<file path="src/rtl/session_message_deframer_macros.svh">
// ----------------------------------------------------------------------------
// session message deframer assertion macros
// concurrent checks that compile away when NO_ASSERTIONS is set
// ----------------------------------------------------------------------------
`ifndef SESSION_MESSAGE_DEFRAMER_MACROS_SVH
`define SESSION_MESSAGE_DEFRAMER_MACROS_SVH

`ifndef NO_ASSERTIONS

// property that must hold at every clock edge out of reset
`define SMD_ASSERT(lbl, clk, rst, prop) \
  lbl: assert property (@(posedge clk) disable iff (rst) (prop)) \
    else $error("smd check failed");

// same-cycle implication
`define SMD_ASSERT_IMP(lbl, clk, rst, ante, cons) \
  lbl: assert property (@(posedge clk) disable iff (rst) (ante) |-> (cons)) \
    else $error("smd implication failed");

// next-cycle implication
`define SMD_ASSERT_NXT(lbl, clk, rst, ante, cons) \
  lbl: assert property (@(posedge clk) disable iff (rst) (ante) |=> (cons)) \
    else $error("smd next-cycle check failed");

`else

`define SMD_ASSERT(lbl, clk, rst, prop)
`define SMD_ASSERT_IMP(lbl, clk, rst, ante, cons)
`define SMD_ASSERT_NXT(lbl, clk, rst, ante, cons)

`endif

`endif

</file>
<file path="src/rtl/smd_pkg.sv">
// ----------------------------------------------------------------------------
// smd_pkg
// shared types, codes and helpers of the session message deframer
// ----------------------------------------------------------------------------
package smd_pkg;

  // frame type codes
  localparam logic [7:0] TYPE_DEBUG = 8'h2B;
  localparam logic [7:0] TYPE_UNSEQ = 8'h55;
  localparam logic [7:0] TYPE_SEQ   = 8'h53;
  localparam logic [7:0] TYPE_END   = 8'h5A;

  // register indexes
  localparam logic REG_INITIAL_SEQUENCE = 1'b0;
  localparam logic REG_IDLE_LIMIT       = 1'b1;

  // command queue between front and back
  localparam int QDEPTH = 2;
  localparam int QPTR_W = (QDEPTH > 1) ? $clog2(QDEPTH) : 1;
  localparam int QCNT_W = $clog2(QDEPTH + 1);

  typedef enum logic [1:0] {
    EV_BYTE    = 2'd0,
    EV_EMPTY   = 2'd1,
    EV_END     = 2'd2,
    EV_TIMEOUT = 2'd3
  } event_t;

  typedef enum logic [1:0] {
    KIND_DEBUG = 2'd0,
    KIND_UNSEQ = 2'd1,
    KIND_SEQ   = 2'd2
  } kind_t;

  typedef enum logic [1:0] {
    HDR_LEN_HI  = 2'd0,
    HDR_LEN_LO  = 2'd1,
    HDR_TYPE    = 2'd2,
    HDR_PAYLOAD = 2'd3
  } hdr_state_t;

  // one classified item for the back end
  typedef struct packed {
    logic       emit;   // a result goes out
    logic       inc;    // sequence counter steps
    event_t     ev;
    logic [7:0] data;
    kind_t      kind;
    logic       first;
    logic       last;
  } cmd_t;

  function automatic logic is_data_type(input logic [7:0] t);
    return (t == TYPE_DEBUG) || (t == TYPE_UNSEQ) || (t == TYPE_SEQ);
  endfunction

  function automatic kind_t kind_of(input logic [7:0] t);
    kind_t k;
    case (t)
      TYPE_UNSEQ: k = KIND_UNSEQ;
      TYPE_SEQ:   k = KIND_SEQ;
      default:    k = KIND_DEBUG;
    endcase
    return k;
  endfunction

endpackage

</file>
<file path="src/rtl/smd_front.sv">
// ----------------------------------------------------------------------------
// smd_front
// accepts bytes and ticks, tracks frame headers and idle time, issues commands
// ----------------------------------------------------------------------------
`include "session_message_deframer_macros.svh"

module smd_front #(
  parameter int LENGTH_BITS     = 16,
  parameter int IDLE_TIMER_BITS = 16
) (
  input  logic               clk,
  input  logic               rst,
  input  logic               in_valid,
  output logic               in_ready,
  input  logic               mode,
  input  logic [7:0]         rx_byte,
  input  logic [15:0]        idle_limit,
  input  logic               q_full,
  output logic               push,
  output smd_pkg::cmd_t      cmd
);

  localparam int CMP_W = (IDLE_TIMER_BITS > 16) ? IDLE_TIMER_BITS : 16;

  smd_pkg::hdr_state_t        hdr, hdr_next;
  logic [7:0]                 len_hi, len_hi_next;
  logic [LENGTH_BITS-1:0]     frame_length, frame_length_next;
  logic [7:0]                 frame_type, frame_type_next;
  logic [LENGTH_BITS-1:0]     remaining, remaining_next;
  logic                       at_first, at_first_next;
  logic                       ended, ended_next;
  logic                       timed_out, timed_out_next;
  logic [IDLE_TIMER_BITS-1:0] idle, idle_next;

  logic                       accept;
  logic                       live;
  logic [IDLE_TIMER_BITS-1:0] idle_inc;
  logic                       tick_timeout;
  logic [15:0]                len_full;
  logic [LENGTH_BITS-1:0]     rem_dec;
  logic                       pay_last;

  assign in_ready = !q_full;
  assign accept   = in_valid && in_ready;
  assign live     = accept && !ended && !timed_out;

  // saturating idle counter and limit compare
  assign idle_inc     = (&idle) ? idle : idle + 1'b1;
  assign tick_timeout = CMP_W'(idle_inc) > CMP_W'(idle_limit);

  assign len_full = {len_hi, rx_byte};
  assign rem_dec  = (remaining != '0) ? remaining - 1'b1 : remaining;
  assign pay_last = (rem_dec == '0);

  // next state
  always_comb begin
    hdr_next          = hdr;
    len_hi_next       = len_hi;
    frame_length_next = frame_length;
    frame_type_next   = frame_type;
    remaining_next    = remaining;
    at_first_next     = at_first;
    ended_next        = ended;
    timed_out_next    = timed_out;
    idle_next         = idle;
    if (live) begin
      if (mode) begin
        idle_next = idle_inc;
        if (tick_timeout) timed_out_next = 1'b1;
      end else begin
        idle_next = '0;
        case (hdr)
          smd_pkg::HDR_LEN_HI: begin
            len_hi_next = rx_byte;
            hdr_next    = smd_pkg::HDR_LEN_LO;
          end
          smd_pkg::HDR_LEN_LO: begin
            frame_length_next = len_full[LENGTH_BITS-1:0];
            hdr_next          = smd_pkg::HDR_TYPE;
          end
          smd_pkg::HDR_TYPE: begin
            frame_type_next = rx_byte;
            remaining_next  = frame_length;
            at_first_next   = 1'b1;
            if (frame_length != '0) begin
              hdr_next = smd_pkg::HDR_PAYLOAD;
            end else begin
              hdr_next = smd_pkg::HDR_LEN_HI;
              if (rx_byte == smd_pkg::TYPE_END) ended_next = 1'b1;
            end
          end
          smd_pkg::HDR_PAYLOAD: begin
            remaining_next = rem_dec;
            at_first_next  = pay_last;
            if (pay_last) begin
              hdr_next = smd_pkg::HDR_LEN_HI;
              if (frame_type == smd_pkg::TYPE_END) ended_next = 1'b1;
            end
          end
          default: hdr_next = smd_pkg::HDR_LEN_HI;
        endcase
      end
    end
  end

  // command outputs
  always_comb begin
    cmd = '0;
    if (mode) begin
      if (tick_timeout) begin
        cmd.emit = 1'b1;
        cmd.ev   = smd_pkg::EV_TIMEOUT;
      end
    end else begin
      case (hdr)
        smd_pkg::HDR_TYPE: begin
          cmd.inc = (rx_byte == smd_pkg::TYPE_SEQ);
          if (frame_length == '0) begin
            if (smd_pkg::is_data_type(rx_byte)) begin
              cmd.emit = 1'b1;
              cmd.ev   = smd_pkg::EV_EMPTY;
              cmd.kind = smd_pkg::kind_of(rx_byte);
              cmd.last = 1'b1;
            end else if (rx_byte == smd_pkg::TYPE_END) begin
              cmd.emit = 1'b1;
              cmd.ev   = smd_pkg::EV_END;
            end
          end
        end
        smd_pkg::HDR_PAYLOAD: begin
          if (smd_pkg::is_data_type(frame_type)) begin
            cmd.emit  = 1'b1;
            cmd.ev    = smd_pkg::EV_BYTE;
            cmd.data  = rx_byte;
            cmd.kind  = smd_pkg::kind_of(frame_type);
            cmd.first = at_first;
            cmd.last  = pay_last;
          end else if (pay_last && frame_type == smd_pkg::TYPE_END) begin
            cmd.emit = 1'b1;
            cmd.ev   = smd_pkg::EV_END;
          end
        end
        default: cmd = '0;
      endcase
    end
  end

  assign push = live && (cmd.emit || cmd.inc);

  always_ff @(posedge clk) begin
    if (rst) begin
      hdr          <= smd_pkg::HDR_LEN_HI;
      len_hi       <= '0;
      frame_length <= '0;
      frame_type   <= '0;
      remaining    <= '0;
      at_first     <= 1'b1;
      ended        <= 1'b0;
      timed_out    <= 1'b0;
      idle         <= '0;
    end else begin
      hdr          <= hdr_next;
      len_hi       <= len_hi_next;
      frame_length <= frame_length_next;
      frame_type   <= frame_type_next;
      remaining    <= remaining_next;
      at_first     <= at_first_next;
      ended        <= ended_next;
      timed_out    <= timed_out_next;
      idle         <= idle_next;
    end
  end

  // once halted nothing more reaches the back end
  `SMD_ASSERT_IMP(a_halt_silent, clk, rst, ended || timed_out, !push)
  // a payload state always holds a nonzero byte count
  `SMD_ASSERT_IMP(a_payload_count, clk, rst, hdr == smd_pkg::HDR_PAYLOAD, remaining != '0)

endmodule

</file>
<file path="src/rtl/smd_queue.sv">
// ----------------------------------------------------------------------------
// smd_queue
// short command queue between front and back
// ----------------------------------------------------------------------------
`include "session_message_deframer_macros.svh"

module smd_queue (
  input  logic          clk,
  input  logic          rst,
  input  logic          push,
  input  smd_pkg::cmd_t wr_cmd,
  output logic          full,
  input  logic          pop,
  output logic          rd_valid,
  output smd_pkg::cmd_t rd_cmd
);

  smd_pkg::cmd_t                entries [smd_pkg::QDEPTH];
  logic [smd_pkg::QPTR_W-1:0]   wr_ptr, rd_ptr;
  logic [smd_pkg::QCNT_W-1:0]   count;
  logic                         do_push, do_pop;

  assign full     = (count == smd_pkg::QCNT_W'(smd_pkg::QDEPTH));
  assign rd_valid = (count != '0);
  assign rd_cmd   = entries[rd_ptr];
  assign do_push  = push && !full;
  assign do_pop   = pop && rd_valid;

  always_ff @(posedge clk) begin
    if (do_push) entries[wr_ptr] <= wr_cmd;
  end

  always_ff @(posedge clk) begin
    if (rst) begin
      wr_ptr <= '0;
      rd_ptr <= '0;
      count  <= '0;
    end else begin
      if (do_push) begin
        wr_ptr <= (wr_ptr == smd_pkg::QPTR_W'(smd_pkg::QDEPTH - 1)) ? '0 : wr_ptr + 1'b1;
      end
      if (do_pop) begin
        rd_ptr <= (rd_ptr == smd_pkg::QPTR_W'(smd_pkg::QDEPTH - 1)) ? '0 : rd_ptr + 1'b1;
      end
      if (do_push && !do_pop)      count <= count + 1'b1;
      else if (do_pop && !do_push) count <= count - 1'b1;
    end
  end

  `SMD_ASSERT(a_count_range, clk, rst, count <= smd_pkg::QCNT_W'(smd_pkg::QDEPTH))

endmodule

</file>
<file path="src/rtl/smd_back.sv">
// ----------------------------------------------------------------------------
// smd_back
// applies queued commands: sequence counter and registered result item
// ----------------------------------------------------------------------------
`include "session_message_deframer_macros.svh"

module smd_back (
  input  logic          clk,
  input  logic          rst,
  input  logic          q_valid,
  input  smd_pkg::cmd_t q_cmd,
  output logic          q_pop,
  input  logic          seq_load,
  input  logic [63:0]   seq_value,
  output logic          out_valid,
  input  logic          out_ready,
  output logic [1:0]    event_res,
  output logic [7:0]    payload_byte,
  output logic [1:0]    kind,
  output logic          first_byte,
  output logic          last_byte,
  output logic [63:0]   sequence_value
);

  logic [63:0] seq, seq_next;

  assign q_pop    = q_valid && (!out_valid || out_ready);
  assign seq_next = seq + {63'd0, q_cmd.inc};

  always_ff @(posedge clk) begin
    if (rst) begin
      seq       <= 64'd1;
      out_valid <= 1'b0;
    end else begin
      if (seq_load)                 seq <= seq_value;
      else if (q_pop && q_cmd.inc)  seq <= seq_next;
      if (out_ready)                out_valid <= 1'b0;
      if (q_pop && q_cmd.emit)      out_valid <= 1'b1;
    end
  end

  // result payload, loaded when a result-bearing command leaves the queue
  always_ff @(posedge clk) begin
    if (q_pop && q_cmd.emit) begin
      event_res      <= q_cmd.ev;
      payload_byte   <= q_cmd.data;
      kind           <= q_cmd.kind;
      first_byte     <= q_cmd.first;
      last_byte      <= q_cmd.last;
      sequence_value <= seq_next;
    end
  end

  // counter moves only on a load or a sequenced command
  `SMD_ASSERT_NXT(a_seq_hold, clk, rst, !seq_load && !(q_pop && q_cmd.inc), seq == $past(seq))

endmodule

</file>
<file path="src/rtl/session_message_deframer.sv">
// ----------------------------------------------------------------------------
// session_message_deframer
// receive-side deframer for a length-prefixed session protocol
// ----------------------------------------------------------------------------
// usage:
//   input channel (in_valid/in_ready) carries one item per transfer: mode 0
//   is a received stream byte in rx_byte, mode 1 is one timer tick.
//   output channel (out_valid/out_ready) carries at most one result item per
//   input item: payload bytes with kind/first/last marks, empty message, end
//   of session or idle timeout, always with the current sequence counter.
//   the apb port holds initial_sequence at 0x0 (writing it reloads the
//   counter) and idle_limit_ticks at 0x8; pready is tied high.
// timing:
//   one item per cycle sustained while out_ready stays high. an accepted item
//   is classified in the front, registered in the command queue and then in
//   the back end's output register. the front and back stages are split by a
//   two-entry command queue, so input keeps flowing while a result waits.
// stall:
//   when out_ready is low the output register holds, the queue fills and
//   in_ready drops once both queue entries are taken.
// reset:
//   rst clears the parser, idle timer and halt flags, empties the queue and
//   sets both registers and the counter to their defaults (1 and 15).
// ----------------------------------------------------------------------------
module session_message_deframer #(
  parameter int LENGTH_BITS     = 16,
  parameter int IDLE_TIMER_BITS = 16
) (
  input  logic        clk,
  input  logic        rst,
  // input items
  input  logic        in_valid,
  output logic        in_ready,
  input  logic        mode,
  input  logic [7:0]  rx_byte,
  // result items
  output logic        out_valid,
  input  logic        out_ready,
  output logic [1:0]  event_res,
  output logic [7:0]  payload_byte,
  output logic [1:0]  kind,
  output logic        first_byte,
  output logic        last_byte,
  output logic [63:0] sequence_value,
  // configuration
  input  logic        psel,
  input  logic        penable,
  input  logic        pwrite,
  input  logic [3:0]  paddr,
  input  logic [63:0] pwdata,
  output logic [63:0] prdata,
  output logic        pready
);

  // configuration registers
  logic [63:0]   initial_sequence;
  logic [15:0]   idle_limit_ticks;
  logic          cfg_write;
  logic          reg_index;

  // front to queue to back
  logic          q_push;
  smd_pkg::cmd_t q_wr_cmd;
  logic          q_full;
  logic          q_pop;
  logic          q_valid;
  smd_pkg::cmd_t q_rd_cmd;
  logic          seq_load;

  assign pready    = 1'b1;
  assign cfg_write = psel && penable && pwrite && pready;
  // registers sit 8 bytes apart, so bit 3 picks the register
  assign reg_index = paddr[3];
  assign seq_load  = cfg_write && (reg_index == smd_pkg::REG_INITIAL_SEQUENCE);

  always_ff @(posedge clk) begin
    if (rst) begin
      initial_sequence <= 64'd1;
      idle_limit_ticks <= 16'd15;
    end else if (cfg_write) begin
      case (reg_index)
        smd_pkg::REG_INITIAL_SEQUENCE: initial_sequence <= pwdata;
        smd_pkg::REG_IDLE_LIMIT:       idle_limit_ticks <= pwdata[15:0];
        default:                       initial_sequence <= initial_sequence;
      endcase
    end
  end

  always_comb begin
    case (reg_index)
      smd_pkg::REG_INITIAL_SEQUENCE: prdata = initial_sequence;
      smd_pkg::REG_IDLE_LIMIT:       prdata = {48'd0, idle_limit_ticks};
      default:                       prdata = '0;
    endcase
  end

  // header parsing, idle timer and classification
  smd_front #(
    .LENGTH_BITS     (LENGTH_BITS),
    .IDLE_TIMER_BITS (IDLE_TIMER_BITS)
  ) u_front (
    .clk        (clk),
    .rst        (rst),
    .in_valid   (in_valid),
    .in_ready   (in_ready),
    .mode       (mode),
    .rx_byte    (rx_byte),
    .idle_limit (idle_limit_ticks),
    .q_full     (q_full),
    .push       (q_push),
    .cmd        (q_wr_cmd)
  );

  // decoupling queue
  smd_queue u_queue (
    .clk      (clk),
    .rst      (rst),
    .push     (q_push),
    .wr_cmd   (q_wr_cmd),
    .full     (q_full),
    .pop      (q_pop),
    .rd_valid (q_valid),
    .rd_cmd   (q_rd_cmd)
  );

  // sequence counter and output register
  smd_back u_back (
    .clk            (clk),
    .rst            (rst),
    .q_valid        (q_valid),
    .q_cmd          (q_rd_cmd),
    .q_pop          (q_pop),
    .seq_load       (seq_load),
    .seq_value      (pwdata),
    .out_valid      (out_valid),
    .out_ready      (out_ready),
    .event_res      (event_res),
    .payload_byte   (payload_byte),
    .kind           (kind),
    .first_byte     (first_byte),
    .last_byte      (last_byte),
    .sequence_value (sequence_value)
  );

endmodule
</file>
<file path="config.mk">
export PLATFORM = sky130hd
export DESIGN_NAME = session_message_deframer
export DESIGN_NICKNAME = d
export VERILOG_FILES = /design/src/rtl/smd_pkg.sv /design/src/rtl/smd_front.sv /design/src/rtl/smd_queue.sv /design/src/rtl/smd_back.sv /design/src/rtl/session_message_deframer.sv
export VERILOG_INCLUDE_DIRS = /design/src /design/src/rtl
export SDC_FILE = /design/constraint.sdc
export NUM_CORES = 1
export LEC_CHECK = 0
export BUFFER_PORTS_ARGS = -buffer_cell sky130_fd_sc_hd__buf_2
export CAP_MARGIN = 20
export CELL_PAD_IN_SITES_DETAIL_PLACEMENT = 1
export CELL_PAD_IN_SITES_GLOBAL_PLACEMENT = 2
export CORE_AREA = 2 2 213 215
export CTS_BUF_LIST = sky130_fd_sc_hd__clkbuf_2
export DETAILED_ROUTE_END_ITERATION = 16
export DIE_AREA = 0 0 215 217
export HOLD_SLACK_MARGIN = 0.12
export PLACE_DENSITY = 0.9
export SLEW_MARGIN = 20
export SYNTH_ARGS = -nofsm -noshare
export SYNTH_HDL_FRONTEND = slang
export SYNTH_SLANG_ARGS = --single-unit
</file>
<file path="constraint.sdc">
create_clock -name clk -period 6.5 [get_ports clk]
set_input_delay 0.65 -clock clk [delete_from_list [all_inputs] [get_ports clk]]
set_output_delay 0.65 -clock clk [all_outputs]
set_load 0.01 [all_outputs]
</file>
==> results.json, run 1 <==
{
  "status": "complete, no violations",
  "ys_top_cells_by_area": "dfxtp_1 28%, edfxtp_1 21%, nand2_1 7.0%, a21oi_1 4.7%, xnor2_1 4.2%",
  "fin_crit_sh": 0.718,
  "ir_worst_vdd_v": 0.000183,
  "vias": 13875,
  "synth_compound_area_frac": 0.108,
  "p_leak_nw": 7.55,
  "r2r_slack_ns": 1.83,
  "reg2reg_to": "u_queue.entries[0][7]$_DFFE_PP_",
  "p_int_w": 0.00321,
  "yosys.area_share.simple": 0.240,
  "total_power_w": 0.00471,
  "avgRoutedWirePerCell_um": 18.0,
  "final_hold_viol_count": 0,
  "setup_tns_ns": 0,
  "ys.flop_type": "dfxtp_1",
  "cts_tree": "yes",
  "p_sw_w": 0.00150,
  "synthArstFlopShare": 0,
  "hold_class": "input port to register",
  "grt.total_usage": 0.206,
  "syn-num-nets": 1860,
  "synth_area_um2": 15800,
  "p_per_area_nw_per_um2": 247,
  "finalClockSkew_ns": 0.116,
  "fp-row-count": 78,
  "design.core.area_um2": 44700,
  "fillers": 5373,
  "fin_nets": 2157,
  "ant_nets": 0,
  "endpoint_kind": "register",
  "grt_max_degree": 94,
  "firstDrtPassIters": 5,
  "holdCritStartpoint": "penable",
  "r2r_start": "u_front.idle[3]$_SDFFE_PP0P_",
  "synth_xor_area_frac": 0.0766,
  "antenna_found_initial": 2,
  "worstPathMaxFanout": 12,
  "crit_required_ns": 7.23,
  "first_iter_violations": 628,
  "yosys.cell_types.count": 72,
  "max_slew_margin": 0.337,
  "clock.fmax_ghz": 0.214,
  "worstSetupStartpointType": "register",
  "dp_hpwl_um": 32800,
  "r2r.worst_path.cells": 14,
  "wirelength_um": 49000,
  "post-place-cells": 2481,
  "clk_pin_slew_ns": 0.11,
  "cts_max_path_buffers": 3,
  "yosysTopAreaCellShare": 0.278,
  "drv_slew": 0,
  "fin_hold_ws_ns": 0.334,
  "ioPinCount": 229,
  "clk_latency_ns": 1.04,
  "multi_input_area_um2": 7560,
  "dieArea_um2": 46700,
  "drcViolationCount": 0,
  "cts_root_buf": "clkbuf_2",
  "die_y_um": 217,
  "arrival_ns": 5.39,
  "pwr-share-comb": 0.152,
  "hold_end": "initial_sequence[19]$_SDFFE_PP0P_",
  "synth_top_area_cell": "dfxtp_1",
  "cts_resized": 0,
  "instances_no_fill": 2726,
  "cap_violations": 0,
  "grt.overflow.total": 0,
  "area_delta_synth_final_pct": 20.5,
  "cts_sinks": 329,
  "p_sw_frac": 0.319,
  "ys_seq_elements": 329,
  "layout-drive-gt1-share": 0.208,
  "gp_congestion": 0.884,
  "synth_edf_count": 110,
  "worst_pin_slew_ns": 0.985,
  "htree_num_levels": 3,
  "syn_inst": 1755,
  "synth.avg_cell_area_um2": 8.99,
  "criticalPathCategory": "register to register",
  "cts_made_buffers": 89,
  "grt_pass1_vias": 14514,
  "register_area_um2": 7690,
  "synth_top_family_by_area": "simple AND/OR/NAND/NOR gates",
  "setup_viol": 0,
  "synthAdderAreaFrac": 0.0166,
  "port_buffers": 224,
  "fin_crit_ns": 4.67,
  "vias_per_cell": 5.09,
  "seq_area_frac_synth": 0.487,
  "pwr-share-seq": 0.523,
  "synth_warnings": 0,
  "start_util": 0.353,
  "hold_depth": 5,
  "clock_power_share": 0.325,
  "grt_pass1_wl_um": 77600,
  "synth.area.mux_share": 0.0350,
  "dieWidth_um": 215,
  "rsz0062_at_grt": "false"
}
-- critical path, stage by stage, from the launching register on --
cell       delay (ns)
dfxtp_1          0.45
and4_1           0.31
nand4_1          0.18
nor3_1           0.52
and3_1           0.30
xor2_1           0.09
ha_1             0.32
nand4_1          0.18
a2111oi_0        0.28
o21ai_0          0.16
a31oi_1          0.45
or2_2            0.24
nor2_1           0.09
a211oi_2         0.50
buf_4            0.31
-- power by group through the flow --
stage | registers [W] | logic, W | clock network [W]
3_3_place_gp | 0.00250 | 0.000664 | 0
2_1_floorplan | 0.00255 | 0.000297 | 0
6_report | 0.00246 | 0.000713 | 0.00153
5_1_grt | 0.00248 | 0.000771 | 0.00170
4_1_cts | 0.00246 | 0.000717 | 0.00159
3_5_place_dp | 0.00251 | 0.000675 | 0
-- metal layers --
metal | up-vias | track usage | routed length [um]
met4 | 2 | 0.0818 | 1200
met3 | 87 | 0.0404 | 1980
met2 | 300 | 0.349 | 23600
li1 | 6754 | - | -
met1 | 6732 | 0.259 | 22200
met5 | - | 0 | 11
-- area by class of cell --
type | instances | share of cell area
sequential | 329 | 0.404
clock buffer | 127 | 0.0334
multi-input combinational | 1281 | 0.397
inverter | 31 | 0.00612
clock inverter | 37 | 0.0113
antenna | 1 | 0.000132
timing repair buffer | 320 | 0.108
tap | 600 | 0.0395
-- synth_stat cells (all sizes together), types with 5 or more instances --
library cell / number
a211oi: 48
a21o: 5
a21oi: 150
a22oi: 10
a31oi: 5
and2: 18
and3: 14
and4: 9
buf: 13
clkbuf: 101
dfxtp: 219
edfxtp: 110
ha: 21
inv: 30
mux2: 33
mux2i: 18
nand2: 295
nand2b: 11
nand3: 46
nand3b: 6
nand4: 47
nand4b: 5
nor2: 171
nor2b: 56
nor3: 35
nor4: 29
o211ai: 7
o21ai: 42
or2: 6
or3: 15
or4: 9
xnor2: 75
xor2: 63
-- flip-flops by register name (all words and copies together) (netlist names), 2 cells and up, named ones only --
name and cells:
idle_limit_ticks 16, initial_sequence 64, u_back.seq 64, u_back.event_res 2
u_front.idle 16, u_queue.entries 32, u_queue.count 2, u_front.hdr 2
u_front.frame_type 8, u_back.payload_byte 8, u_front.remaining 16, u_back.sequence_value 64
u_front.frame_length 16, u_back.kind 2, u_front.len_hi 8
-- through the flow --
stage | instance area (um2) | worst slack (ns) | util
after CTS | 19000 | 1.85 | 0.425
after detailed placement | 17400 | 1.86 | 0.388
after floorplan | 15800 | 1.79 | -
after global placement | 17400 | 1.98 | 0.388
final | 19000 | 1.83 | 0.425
after global routing | 19000 | 1.40 | 0.425
-- worst max path at each step --
stage / cells past startpoint / start / slack (ns) / end
6_report: 14 / u_front.idle[3]$_SDFFE_PP0P_ / 1.83 / u_queue.entries[0][7]$_DFFE_PP_
5_1_grt: 14 / u_front.idle[2]$_SDFFE_PP0P_ / 1.40 / u_queue.entries[0][7]$_DFFE_PP_
4_1_cts: 14 / u_front.idle[2]$_SDFFE_PP0P_ / 1.85 / u_queue.entries[0][7]$_DFFE_PP_
3_5_place_dp: 14 / u_front.idle[2]$_SDFFE_PP0P_ / 1.86 / u_queue.entries[0][10]$_DFFE_PP_
3_3_place_gp: 14 / u_front.idle[2]$_SDFFE_PP0P_ / 1.98 / u_queue.entries[0][10]$_DFFE_PP_
2_1_floorplan: 3 / out_ready / 1.79 / u_back.event_res[0]$_DFFE_PP_
-- placed cells by master (no fill, tap or decap), types with 15 or more instances in the layout --
master | netlist | layout
ha_1 | 21 | 21
edfxtp_1 | 110 | 110
nor4_1 | 26 | 26
inv_1 | 30 | 30
buf_4 | 3 | 15
clkinv_1 | 1 | 23
dfxtp_1 | 219 | 219
nor3_1 | 33 | 33
nand2_1 | 295 | 295
clkbuf_2 | 0 | 127
nor2b_1 | 56 | 55
dlygate4sd3_1 | 0 | 80
nand3_1 | 46 | 46
and2_1 | 16 | 16
xor2_1 | 63 | 63
nand4_1 | 46 | 46
xnor2_1 | 75 | 75
mux2_2 | 33 | 33
o21ai_0 | 41 | 41
nor2_1 | 170 | 168
a211oi_1 | 47 | 45
buf_2 | 1 | 223
mux2i_1 | 18 | 18
a21oi_1 | 149 | 149
-- cell families after synthesis --
group                    count (synthesis)
flip-flops                             329
adder cells (fa/ha/maj)                 21
AND/OR/NAND/NOR                        783
XOR/XNOR                               138
AO/OA/AOI/OAI                          287
buffers and inverters                  145
multiplexers                            51
other                                    1
-- timing repair --
action,in CTS,in global routing
hold buffers,80,0
hold endpoints to repair,221,0
buffers inserted,0,0
endpoints found under the setup margin,0,0
Note: power is estimated with default switching activity, not from simulation.
==> inputs of run 2 (changes only) <==
ABC_AREA = 1   (was default)
CORE_AREA = 2 2 214 216   (was 2 2 213 215)
DIE_AREA = 0 0 216 218   (was 0 0 215 217)
PLACE_DENSITY = 0.91   (was 0.9)
clock period = 4.6 ns   (was 6.5 ns; I/O delays follow)
==> results.json, run 2 <==
{
  "total_power_w": 0.00839,
  "synth_edf_count": 110,
  "pwr-share-comb": 0.253,
  "fin_crit_ns": 4.13,
  "antenna_found_initial": 2,
  "dp_hpwl_um": 37400,
  "endpoint_kind": "register",
  "dieArea_um2": 47100,
  "port_buffers": 224,
  "p_int_w": 0.00525,
  "worstPathMaxFanout": 4,
  "drcViolationCount": 0,
  "hold_class": "input port to register",
  "status": "complete, no violations",
  "synth_area_um2": 15400,
  "criticalPathCategory": "register to register",
  "design.core.area_um2": 44900,
  "area_delta_synth_final_pct": 22.9,
  "synth_top_area_cell": "dfxtp_1",
  "fp-row-count": 78,
  "cts_made_buffers": 89,
  "register_area_um2": 7690,
  "gp_congestion": 0.880,
  "first_iter_violations": 786,
  "ys.flop_type": "dfxtp_1",
  "p_per_area_nw_per_um2": 442,
  "yosysTopAreaCellShare": 0.284,
  "synth.most_common_cell": "nand2_1",
  "clk_pin_slew_ns": 0.10,
  "cts_root_buf": "clkbuf_2",
  "drv_slew": 0,
  "p_sw_frac": 0.374,
  "synthArstFlopShare": 0,
  "rsz0062_at_grt": "false",
  "pwr-share-seq": 0.482,
  "htree_num_levels": 3,
  "setup_viol": 0,
  "ioPinCount": 229,
  "pre_cts_ws_ns": 0.211,
  "cts_sinks": 329,
  "arrival_ns": 5.01,
  "fillers": 5622,
  "layout_common_cells": "356 x nand2_1, 295 x inv_1, 224 x buf_2, 218 x dfxtp_1, 191 x nor2_1",
  "ys_seq_elements": 329,
  "synth.avg_cell_area_um2": 8.07,
  "finalClockSkew_ns": 0.0519,
  "cts_max_path_buffers": 3,
  "start_util": 0.344,
  "finalWorstSetupSlack_ns": 0.466,
  "cap_violations": 0,
  "grt_pass1_vias": 15482,
  "reg_top3": "initial_sequence (64), u_back.seq (64), u_back.sequence_value (64)",
  "fin_nets": 2369,
  "max_slew_margin": 0.307,
  "synthTopCellsByCount": "357 x nand2_1, 297 x inv_1, 219 x dfxtp_1, 192 x nor2_1, 158 x a21oi_1",
  "syn_inst": 1914,
  "worstSetupStartpointType": "register",
  "vias": 14648,
  "die_y_um": 218,
  "grt.total_usage": 0.223,
  "ir_worst_vdd_v": 0.000207,
  "cts_tree": "yes",
  "ant_nets": 0,
  "setup_tns_ns": 0,
  "ys_top_cells_by_area": "dfxtp_1 28%, edfxtp_1 21%, nand2_1 8.7%, inv_1 7.2%, a21oi_1 5.1%",
  "clock_power_share": 0.265,
  "fin_crit_sh": 0.899,
  "crit_required_ns": 5.48,
  "final_common_cell": "nand2_1",
  "vias_per_cell": 4.98,
  "avgRoutedWirePerCell_um": 18.1,
  "fin_hold_ws_ns": 0.271,
  "syn-num-nets": 2019,
  "grt_max_degree": 72,
  "p_leak_nw": 8.44,
  "wirelength_um": 53200,
  "final_hold_viol_count": 0,
  "clock.fmax_ghz": 0.242,
  "clk_latency_ns": 1.02,
  "firstDrtPassIters": 5,
  "seq_area_frac_synth": 0.498,
  "dieWidth_um": 216,
  "worst_pin_slew_ns": 1.04,
  "grt.overflow.total": 0,
  "synth_warnings": 0,
  "grt_pass1_wl_um": 82700,
  "yosys.cell_types.count": 51,
  "multi_input_area_um2": 6350,
  "p_sw_w": 0.00314,
  "layout-drive-gt1-share": 0.190
}
==> run 2: critical path, cell delays in order (launching register included) <==
cell and delay (ns):
dfxtp_2 0.38, ha_1 0.18, nand3_1 0.13, nor3_2 0.16, nand2_1 0.12, inv_2 0.07
nand3_2 0.12, nor3_4 0.22, buf_4 0.14, buf_4 0.11, nor3_1 0.06, a21oi_1 0.18
ha_1 0.26, nand2_1 0.09, inv_1 0.05, nand3_1 0.09, nor2_1 0.05, o21ai_0 0.19
o2111ai_2 0.19, nand3_2 0.19, nand3_2 0.11, nand2_1 0.09, inv_1 0.05, ha_1 0.30
a21oi_1 0.12, o21ai_0 0.12, o21ai_0 0.18, a21oi_1 0.05
==> run 2: per-stage QoR <==
step                cells  area [um2]   util
floorplan            1914       15400      -
global placement     2683       17200  0.383
detailed placement   2683       17200  0.383
CTS                  2934       18900  0.422
global route         2938       19000  0.423
finish               2939       19000  0.423
==> run 2: path summary, 6_finish.rpt <==
kind	to	cells past startpoint	startpoint	slack (ns)
max reg2reg	u_queue.count[1]$_SDFFE_PP0P_	27	u_front.idle[0]$_SDFFE_PP0P_	0.47
max	u_queue.count[1]$_SDFFE_PP0P_	27	u_front.idle[0]$_SDFFE_PP0P_	0.47
min reg2reg	initial_sequence[36]$_SDFFE_PP0P_	2	initial_sequence[36]$_SDFFE_PP0P_	0.46
min	initial_sequence[57]$_SDFFE_PP0P_	5	penable	0.27
==> run 2: kinds of logic after synthesis <==
group,count (synthesis),share of synthesized area
xor+xnor,70,0.0407
flops,329,0.498
compound gates,381,0.142
other cells,1,0.000243
simple gates,731,0.209
buf+inv,381,0.0933
fa+ha+maj,21,0.0170
==> run 2: power groups by stage <==
stage | combinational [W] | sequential, W | clock, W
5_1_grt | 0.00236 | 0.00410 | 0.00247
6_report | 0.00213 | 0.00404 | 0.00222
3_3_place_gp | 0.00198 | 0.00407 | 0
2_1_floorplan | 0.00122 | 0.00407 | 0
4_1_cts | 0.00213 | 0.00404 | 0.00230
3_5_place_dp | 0.00207 | 0.00410 | 0
==> run 2: final cells by class <==
cell class	count	area share
clock buffer	131	0.0345
inverter	307	0.0608
clock inverter	33	0.0113
timing repair buffer	333	0.114
antenna	2	0.000264
tap	600	0.0396
multi-input combinational	1204	0.335
sequential	329	0.405
==> run 2: per-layer routing <==
layer / GRT usage / vias up / share of wire
met4: 0.0918 / 0 / 0.028
li1: - / 7052 / -
met3: 0.0360 / 90 / 0.039
met1: 0.265 / 7155 / 0.43
met5: 0 / - / 0
met2: 0.400 / 351 / 0.50
==> run 2: what timing repair did <==
item / 4_1_cts / 5_1_grt
resized for setup: 0 / 4
hold buffers: 87 / 0
hold endpoints to repair: 222 / 0
endpoints found under the setup margin: 0 / 1
setup buffers: 0 / 3
